[config.mk]
export PLATFORM = sky130hd
export DESIGN_NAME = ascii_length_framed_receiver_flat
export DESIGN_NICKNAME = d
export VERILOG_FILES = /design/src/rtl/core/alfr_pkg.sv /design/src/rtl/core/alfr_in_if.sv /design/src/rtl/core/alfr_out_if.sv /design/src/rtl/core/ascii_length_framed_receiver.sv /design/src/flat_wrapper.sv
export SDC_FILE = /design/constraint.sdc
export NUM_CORES = 1
export LEC_CHECK = 0
export ABC_AREA = 1
export CORE_AREA = 2 2 196 198
export CTS_BUF_LIST = sky130_fd_sc_hd__clkbuf_2 sky130_fd_sc_hd__clkbuf_4 sky130_fd_sc_hd__clkbuf_8
export CTS_CLUSTER_DIAMETER = 200
export DETAILED_ROUTE_END_ITERATION = 10
export DIE_AREA = 0 0 198 200
export DONT_BUFFER_PORTS = 1
export PLACE_DENSITY = 0.5
export SLEW_MARGIN = 0
export SYNTH_ARGS = -nofsm -noshare
export SYNTH_HDL_FRONTEND = slang
export SYNTH_SLANG_ARGS = --single-unit
[constraint.sdc]
create_clock -name i_clk -period 20.7 [get_ports i_clk]
set_input_delay 4.14 -clock i_clk [delete_from_list [all_inputs] [get_ports i_clk]]
set_output_delay 4.14 -clock i_clk [all_outputs]
set_load 0.005 [all_outputs]
[src/rtl/core/alfr_pkg.sv]
`default_nettype none
// ----------------------------------------------------------------------------
// alfr_pkg
// Types, constants and digit decoders for the length-framed receiver.
// ----------------------------------------------------------------------------
package alfr_pkg;

    localparam int MAX_FRAME = 64;                    // position saturates here
    localparam int HDR_LEN   = 4;                     // ASCII length header
    localparam int FLD_LEN   = 7;                     // mode, emerg, backup, errnum
    localparam int POS_W     = $clog2(MAX_FRAME + 1);
    localparam int HDR_IDX_W = $clog2(HDR_LEN);
    localparam int FLD_IDX_W = $clog2(FLD_LEN);
    localparam int DIGIT_W   = 5;
    localparam int NUM_W     = 15;

    localparam logic [7:0] CHAR_NUL = 8'h00;
    localparam logic [7:0] CHAR_0   = 8'h30;
    localparam logic [7:0] CHAR_9   = 8'h39;

    typedef logic [7:0]                t_byte;
    typedef logic [POS_W-1:0]          t_pos;
    typedef logic signed [DIGIT_W-1:0] t_digit;
    typedef logic signed [NUM_W-1:0]   t_num;

    // Single digit: NUL reads as 0, a non-digit as -1.
    function automatic t_digit dec_digit(input t_byte c);
        t_digit r;
        if (c == CHAR_NUL) begin
            r = '0;
        end else if (c < CHAR_0 || c > CHAR_9) begin
            r = '1;
        end else begin
            r = DIGIT_W'(c - CHAR_0);
        end
        return r;
    endfunction

    // Four-digit decimal, first char in s[7:0]. NUL ends it, non-digit gives -1.
    function automatic t_num dec_num4(input logic [31:0] s);
        t_num       acc;
        logic       done;
        logic       bad;
        t_byte      c;
        logic [3:0] d;
        acc  = '0;
        done = 1'b0;
        bad  = 1'b0;
        for (int i = 0; i < 4; i++) begin
            c = s[8*i +: 8];
            d = 4'(c - CHAR_0);
            if (!done) begin
                if (c == CHAR_NUL) begin
                    done = 1'b1;
                end else if (c < CHAR_0 || c > CHAR_9) begin
                    bad  = 1'b1;
                    done = 1'b1;
                end else begin
                    acc = NUM_W'((acc <<< 3) + (acc <<< 1) + t_num'({11'd0, d}));
                end
            end
        end
        return bad ? '1 : acc;
    endfunction

endpackage : alfr_pkg
`default_nettype wire

[src/rtl/core/alfr_in_if.sv]
`default_nettype none
// ----------------------------------------------------------------------------
// alfr_in_if
// Byte channel: one received byte plus its chunk-end flag per word.
// ----------------------------------------------------------------------------
interface alfr_in_if;
    import alfr_pkg::*;

    logic  valid;
    logic  ready;
    t_byte data_byte;
    logic  chunk_end;

    modport source (output valid, output data_byte, output chunk_end, input ready);
    modport sink   (input valid, input data_byte, input chunk_end, output ready);
endinterface : alfr_in_if
`default_nettype wire

[src/rtl/core/alfr_out_if.sv]
`default_nettype none
// ----------------------------------------------------------------------------
// alfr_out_if
// Result channel: decoded frame fields, one word per completed frame.
// ----------------------------------------------------------------------------
interface alfr_out_if;
    import alfr_pkg::*;

    logic   valid;
    logic   ready;
    t_digit mode_value;
    t_digit emergency;
    t_digit feedback_backup;
    t_num   error_number;

    modport source (output valid, output mode_value, output emergency,
                    output feedback_backup, output error_number, input ready);
    modport sink   (input valid, input mode_value, input emergency,
                    input feedback_backup, input error_number, output ready);
endinterface : alfr_out_if
`default_nettype wire

[src/rtl/core/ascii_length_framed_receiver.sv]
`default_nettype none
// ----------------------------------------------------------------------------
// ascii_length_framed_receiver
// Frame receiver for a byte stream with a four-char ASCII decimal length.
// ----------------------------------------------------------------------------
// Takes one byte word per clock on i_in and reports one decoded word on o_res
// for every completed frame. Frame bytes 0..3 hold the decimal frame length
// (header included), bytes 4..6 are single-digit mode, emergency and backup
// feedback fields, bytes 7..10 a four-digit error number. The length is
// parsed when a chunk (bytes up to one with chunk_end set) carries the
// position past the header; a frame completes at a chunk end once the
// position reaches that length. A non-digit yields -1, a NUL ends a digit
// string early; a bad header thus completes at once. A chunk that ends at
// position two without completing is dropped. Stored bytes are never
// cleared, so a short frame reports leftovers of older frames. The position
// saturates at MAX_FRAME, so a longer declared length never completes until
// reset. Throughput is one word per cycle while o_res is not stalled. A word
// passes through the input register, then decode/update into the result
// register. While a result word waits in the result register to be
// taken, the held byte stays in the input register whether or not it yields
// a result, so the input stalls until o_res is drained.
// ----------------------------------------------------------------------------
module ascii_length_framed_receiver (
    input  wire logic i_clk,
    input  wire logic i_rst_n,
    alfr_in_if.sink   i_in,
    alfr_out_if.source o_res
);
    import alfr_pkg::*;

    // input register
    logic  r_in_valid;
    t_byte r_in_byte;
    logic  r_in_end;

    // frame state
    t_pos  r_pos,  n_pos;
    t_pos  r_cstart, n_cstart;
    t_num  r_fsize, n_fsize;
    t_byte r_hdr [HDR_LEN];
    t_byte n_hdr [HDR_LEN];
    t_byte r_fld [FLD_LEN];
    t_byte n_fld [FLD_LEN];

    // result register
    logic   r_out_valid;
    t_digit r_mode, r_emerg, r_backup;
    t_num   r_errnum;

    logic   adv;        // result slot free this cycle
    logic   fire;       // stage 2 consumes the held byte
    logic   complete;   // this byte closes a frame
    t_pos   pos_inc;
    logic   have_limit;
    t_num   limit;
    t_num   hdr_val;
    logic signed [NUM_W:0] pos_s;
    logic signed [NUM_W:0] lim_s;

    assign adv        = !r_out_valid || o_res.ready;
    assign fire       = r_in_valid && adv;
    assign i_in.ready = !r_in_valid || adv;

    // ---- input register ----
    always_ff @(posedge i_clk) begin
        if (!i_rst_n) begin
            r_in_valid <= 1'b0;
        end else if (i_in.ready) begin
            r_in_valid <= i_in.valid;
        end
        if (i_in.valid && i_in.ready) begin
            r_in_byte <= i_in.data_byte;
            r_in_end  <= i_in.chunk_end;
        end
    end

    // ---- decode and state update ----
    always_comb begin
        n_hdr = r_hdr;
        n_fld = r_fld;
        if (r_pos < t_pos'(HDR_LEN)) begin
            n_hdr[r_pos[HDR_IDX_W-1:0]] = r_in_byte;
        end else if (r_pos < t_pos'(HDR_LEN + FLD_LEN)) begin
            n_fld[FLD_IDX_W'(r_pos - t_pos'(HDR_LEN))] = r_in_byte;
        end

        pos_inc = (r_pos < t_pos'(MAX_FRAME)) ? t_pos'(r_pos + 1'b1) : r_pos;
        hdr_val = dec_num4({n_hdr[3], n_hdr[2], n_hdr[1], n_hdr[0]});

        n_fsize    = r_fsize;
        have_limit = 1'b0;
        limit      = r_fsize;
        if (r_in_end) begin
            if (r_cstart < t_pos'(HDR_LEN)) begin
                // chunk started inside the header: parse once it is whole
                if (pos_inc >= t_pos'(HDR_LEN)) begin
                    n_fsize    = hdr_val;
                    limit      = hdr_val;
                    have_limit = 1'b1;
                end
            end else begin
                have_limit = 1'b1;
            end
        end

        pos_s    = $signed({{(NUM_W + 1 - POS_W){1'b0}}, pos_inc});
        lim_s    = $signed({limit[NUM_W-1], limit});
        complete = have_limit && (pos_s >= lim_s);

        n_pos    = pos_inc;
        n_cstart = r_cstart;
        if (r_in_end) begin
            if (complete) begin
                n_pos    = '0;
                n_cstart = '0;
            end else begin
                // chunk ending at two is dropped
                n_pos    = (pos_inc == t_pos'(2)) ? '0 : pos_inc;
                n_cstart = (pos_inc == t_pos'(2)) ? '0 : pos_inc;
            end
        end
    end

    always_ff @(posedge i_clk) begin
        if (!i_rst_n) begin
            r_pos    <= '0;
            r_cstart <= '0;
            r_fsize  <= '0;
            for (int i = 0; i < HDR_LEN; i++) begin
                r_hdr[i] <= '0;
            end
            for (int i = 0; i < FLD_LEN; i++) begin
                r_fld[i] <= '0;
            end
        end else if (fire) begin
            r_pos    <= n_pos;
            r_cstart <= n_cstart;
            r_fsize  <= n_fsize;
            r_hdr    <= n_hdr;
            r_fld    <= n_fld;
        end
    end

    // ---- result register ----
    always_ff @(posedge i_clk) begin
        if (!i_rst_n) begin
            r_out_valid <= 1'b0;
        end else if (adv) begin
            r_out_valid <= fire && complete;
        end
        if (fire && complete) begin
            r_mode   <= dec_digit(n_fld[0]);
            r_emerg  <= dec_digit(n_fld[1]);
            r_backup <= dec_digit(n_fld[2]);
            r_errnum <= dec_num4({n_fld[6], n_fld[5], n_fld[4], n_fld[3]});
        end
    end

    assign o_res.valid           = r_out_valid;
    assign o_res.mode_value      = r_mode;
    assign o_res.emergency       = r_emerg;
    assign o_res.feedback_backup = r_backup;
    assign o_res.error_number    = r_errnum;

endmodule : ascii_length_framed_receiver
`default_nettype wire

[src/flat_wrapper.sv]
// flat-port wrapper written by rule: the top's interface ports become plain ports
module ascii_length_framed_receiver_flat import alfr_pkg::*;
  (i_clk, i_rst_n, i_in_valid, i_in_data_byte, i_in_chunk_end, i_in_ready, o_res_valid, o_res_mode_value, o_res_emergency, o_res_feedback_backup, o_res_error_number, o_res_ready);
  alfr_in_if i_in_i ();
  alfr_out_if o_res_i ();
  input  wire logic i_clk;
  input  wire logic i_rst_n;
  input wire logic [$bits(i_in_i.valid)-1:0] i_in_valid;
  input wire logic [$bits(i_in_i.data_byte)-1:0] i_in_data_byte;
  input wire logic [$bits(i_in_i.chunk_end)-1:0] i_in_chunk_end;
  output wire logic [$bits(i_in_i.ready)-1:0] i_in_ready;
  output wire logic [$bits(o_res_i.valid)-1:0] o_res_valid;
  output wire logic [$bits(o_res_i.mode_value)-1:0] o_res_mode_value;
  output wire logic [$bits(o_res_i.emergency)-1:0] o_res_emergency;
  output wire logic [$bits(o_res_i.feedback_backup)-1:0] o_res_feedback_backup;
  output wire logic [$bits(o_res_i.error_number)-1:0] o_res_error_number;
  input wire logic [$bits(o_res_i.ready)-1:0] o_res_ready;
  assign i_in_i.valid = i_in_valid;
  assign i_in_i.data_byte = i_in_data_byte;
  assign i_in_i.chunk_end = i_in_chunk_end;
  assign i_in_ready = i_in_i.ready;
  assign o_res_valid = o_res_i.valid;
  assign o_res_mode_value = o_res_i.mode_value;
  assign o_res_emergency = o_res_i.emergency;
  assign o_res_feedback_backup = o_res_i.feedback_backup;
  assign o_res_error_number = o_res_i.error_number;
  assign o_res_i.ready = o_res_ready;
  ascii_length_framed_receiver u_core (.i_clk(i_clk), .i_rst_n(i_rst_n), .i_in(i_in_i), .o_res(o_res_i));
endmodule
After elaboration in Yosys (flattened, before gate mapping)

Index checks and enable logic that the tools add are counted.

$add $sub $neg: 25
Multiply operators: 0
Div/mod/pow operators: 0
Magnitude comparators: 32
Equality and inequality tests: 1
Shift operators: 0
Multiplexer cells: 88
Bitwise operators: 2
Reduce and logical (&&, ||, !) cells: 33

Operator list:

| cell                  | count |
|---|---|
| $mux W15              | 26 |
| $mux W56              | 2 |
| $add A15 B5 Y15       | 6 |
| $gt A8 B6 Y1 const B  | 11 |
| $logic_not A8 Y1      | 11 |
| $lt A8 B6 Y1 const B  | 11 |
| $add A15 B15 Y15      | 5 |
| $bwmux W56            | 1 |
| $mux W1               | 43 |
| $bwmux W32            | 1 |
| $mux W32              | 1 |
| $sub A4 B1 Y4 const B | 8 |
| $mux W7               | 4 |
| $demux W8 S3          | 1 |
| $demux W8 S2          | 1 |
| $mux W8               | 2 |
| $ge A8 B15 Y1         | 1 |
| $mux W5               | 3 |
| $sub A5 B5 Y5 const B | 3 |
| $lt A7 B3 Y1 const B  | 2 |
| $logic_or A1 B1 Y1    | 13 |
| $mux W4               | 3 |
| $add A7 B5 Y8         | 1 |
| $add A7 B1 Y7 const B | 1 |
| other kinds (14)      | 20 |

Flip-flop bits (word level): 158
Latch bits: 0
Bits in writable memories: 0
Bits in read-only memories: 0
Bits of input ports: 13
Output and inout bits: 32
Word-level logic and storage cells: 203
Memories: 0

Longest topological paths before layout

Depth in word-level cells: 51
Gate-level depth with buffers: 54

Least setup slack after synthesis

No wires, ideal clock.

Kind: input to output
Start: in o_res_ready
End: out i_in_ready
Arrival: 4.289 ns
Setup slack: 12.271 ns
Stages: 2
Buffers on the path: 0
Path through: inv_1 -> nand3_1

Word-level cells in the longest chain between the ends: 2

Ends and longest elaborated chain:

| element            | RTL line                           | source |
|---|---|---|
| start: declaration | flat_wrapper.sv:17                 | `input wire logic [$bits(o_res_i.ready)-1:0] o_res_ready;` |
| $logic_or A1 B1 Y1 | ascii_length_framed_receiver.sv:60 | `assign adv = !r_out_valid \|\| o_res.ready;` |
| $logic_or A1 B1 Y1 | ascii_length_framed_receiver.sv:62 | `assign i_in.ready = !r_in_valid \|\| adv;` |
| end: declaration   | flat_wrapper.sv:11                 | `output wire logic [$bits(i_in_i.ready)-1:0] i_in_ready;` |

No other way between the ends.

Final worst setup path

Same ends and word-level chain as after synthesis.

==> impl_results.md <==
- WP buf/inv: 1
- Run status: finished, final reports clean
- Syn. warnings: 0
- Post-layout util: 0.338
- Antenna violations before repair: 0
- Post-DP HPWL: roughly 22000 microns
- Die area: 39600 sq um
- Clk Tree Root Cell: clkbuf_8
- Drt pass-1 iters: 5
- Crit path time final: approximately 8.5 ns
- Reg2reg setup slack: 12.33 ns
- Fill count: 3989
- Required @ worst endpoint: 16.56 ns
- Post-Layout Cell Count: 2216
- Final Cycle Share: 0.408
- Routed WL: 30200 microns
- H-tree Lvls: 4
- Layout area overhead: 6.85%
- Max Cap Viol: 0
- Starting Density: 0.316
- Num Clock Sinks: roughly 160
- Routed Antenna Nets: 0
- GRT overflow: 0
- Clk buf depth: 2
- CORE AREA: approximately 37000 sq um
- Via count: roughly 11000
- Setup crit end kind: output port
- CTS hold repair buffers: 0
- Io pins: 45
- Critical Path, Cell by Cell: inv_1 -> nand3_1
- # rows: 71
- Slew headroom: 0.414
- CP max stage delay: 0.13 ns
- Crit-path slowest cell: nand3_1
- Slew @ Worst Pin: 0.876 ns
- Power Density: 57.7 nW/um^2
- Commonest non-fill, non-tap cell in the layout: nand2_1
- Commonest non-fill, non-tap cells in the layout: nand2_1, inv_1, o21ai_0, nor2_1, a21oi_1
- First-pass GRT wire length: 50500 microns
- CP top delay family: simple AND/OR/NAND/NOR gates
- Sequential share of the synthesized area: 0.297
- Library cells used by synthesis: 50
- # nets final: ~1800
- Multi-input gate area: 6900 sq um
- Share of cells above drive strength 1: 0.0663
- Critical Path Sink: i_in_ready
- Ys async rst share: 0
- CP Launch Type: input pin
- Post-CTS sizing: 0
- Kind of critical path: in -> out
- DRT iter0 DRCs: roughly 690
- Final setup TNS: 0 ns
- PnR Total Power: around 730 uW
- Final setup skew: 0.0159 ns
- Worst VDD drop: 0.0000328 V
- Mapped Cells: 1729
- RSZ-0062 raised after global routing: no
- #FFs+latches synth: about 160
- CTS tree: built
- Hold Vio Cnt, Final: 0
- Clk slew on worst S/H paths: 0.09 ns
- DIE HEIGHT: 200 microns
- I/O Buffers: 0
- Setup bufs post-CTS: 0
- R2R Path Start: u_core.r_pos[0]
- R2R Path End: u_core.o_res.error_number[12]
- Total placed cells including tap cells: 2183
- Largest net degree at the start of global routing: 78
- Routability Congestion: 0.831
- Leakage Power: roughly 6.4 nW
- Ys flop type: dfxtp_1
- Slew Viols, Final: 0
- Mean area per synthesized cell: 6.84 sq um
- EDFF count, synth: 39
- Vias in the first global route: 9874
- CP max FO: 3
- Num CTS Buffers: 17
- Wire per inst: 13.6 microns
- Hold Crit Class: reg -> reg
- WP data arrival: 4.31 ns
- Global Route Usage Sum: 0.159
- Syn Nets: between 1500 and 2000
- Seq. cell area: ~3500 sq um
- Critical path origin: o_res_ready
- Die W: ~200 microns
- Clk_lat worst skew: 0.48 ns
- Setup Viol. Count Final: 0
- Worst path depth: 2
- Post-Syn Area: 11800 sq um
- Vias per inst: about 4.8
- Maximum clock frequency: roughly 120 MHz
- Worst r2r path cells: 48
- Post-route DRC: 0
==> worst min-delay path by stage <==
stage / from / end / depth (start not counted)
after floorplan: u_core.r_cstart[3] / u_core.r_cstart[3] / 2
after global placement: u_core.r_cstart[3] / u_core.r_cstart[3] / 2
after detailed placement: u_core.r_cstart[3] / u_core.r_cstart[3] / 2
after CTS: u_core.r_cstart[3] / u_core.r_cstart[3] / 2
after global routing: u_core.r_cstart[3] / u_core.r_cstart[3] / 2
final: u_core.r_cstart[3] / u_core.r_cstart[3] / 2
==> worst register-to-register path, delay by kind of cell, from the launching register on <==
family	cells	cell delay (ns)
AO/OA/AOI/OAI	9	1.41
flip-flops	1	0.52
adder cells (fa/ha/maj)	7	2.71
buffers and inverters	8	1.03
XOR/XNOR	1	0.25
AND/OR/NAND/NOR	23	2.08
==> cells by family (layout without fill, tap and decap cells) <==
family | after synthesis | in the layout | share of synthesized area
simple gates | 665 | 665 | 0.250
compound gates | 415 | 415 | 0.188
buf+inv | 354 | 329 | 0.120
flops | 156 | 156 | 0.297
fa+ha+maj | 111 | 111 | 0.125
xor+xnor | 28 | 28 | 0.0207
other cells | 0 | 1 | 0
==> per-stage QoR <==
step                hold slack [ns]  worst slack (ns)  cell area, sq um
detailed placement            0.466             12.25             12200
global route                  0.504             11.37             12600
finish                        0.480             12.25             12600
floorplan                     0.445             12.27             11800
CTS                           0.480             12.25             12600
global placement              0.456             12.25             12200
==> routing by layer <==
| layer | vias up | part of all wire | global-route usage |
|---|---|---|---|
| met5 | - | 0 | 0 |
| met3 | 27 | 0.021 | 0.0223 |
| met4 | 0 | 0.015 | 0.0409 |
| met1 | 4818 | 0.49 | 0.209 |
| met2 | 138 | 0.47 | 0.274 |
| li1 | 5551 | - | - |
==> cells in the mapped netlist, types with 12 or more instances <==
library cell / number / area share
a21oi_1: 132 / 0.056
o211ai_1: 17 / 0.011
nand4_1: 22 / 0.012
fa_1: 12 / 0.020
nand3_1: 61 / 0.026
dfxtp_1: 117 / 0.20
nor2_1: 132 / 0.042
nor3_1: 16 / 0.0068
o21ai_0: 214 / 0.091
ha_1: 99 / 0.10
o21ai_1: 17 / 0.0072
nand2_1: 373 / 0.12
edfxtp_1: 39 / 0.099
clkbuf_1: 43 / 0.014
xor2_1: 17 / 0.013
or2_2: 16 / 0.0085
inv_1: 275 / 0.087
==> final cells by class <==
class,count,share of cell area
clock inverters,13,0.0140
clock buffers,19,0.0207
inverters,292,0.0874
well taps,511,0.0506
diodes,1,0.000198
repair buffers,5,0.00297
multi-input cells,1219,0.546
flip-flops and latches,156,0.278
==> power breakdown <==
group	total (mW)	internal [mW]	switching, mW
Combinational	0.128	0.0410	0.0872
Clock	0.259	0.129	0.130
Sequential	0.342	0.331	0.0115
==> flip-flops by register name (all words and copies together), names as in the netlist <==
register,flops
u_core.r_in_end,1
u_core.r_fsize,15
u_core.r_fld,56
u_core.r_pos,7
u_core.o_res.mode_value,5
u_core.o_res.error_number,15
u_core.r_hdr,32
u_core.o_res.emergency,5
u_core.o_res.valid,1
u_core.r_in_byte,8
u_core.o_res.feedback_backup,5
u_core.r_cstart,5
u_core.r_in_valid,1
(Power assumes the default switching activity.)
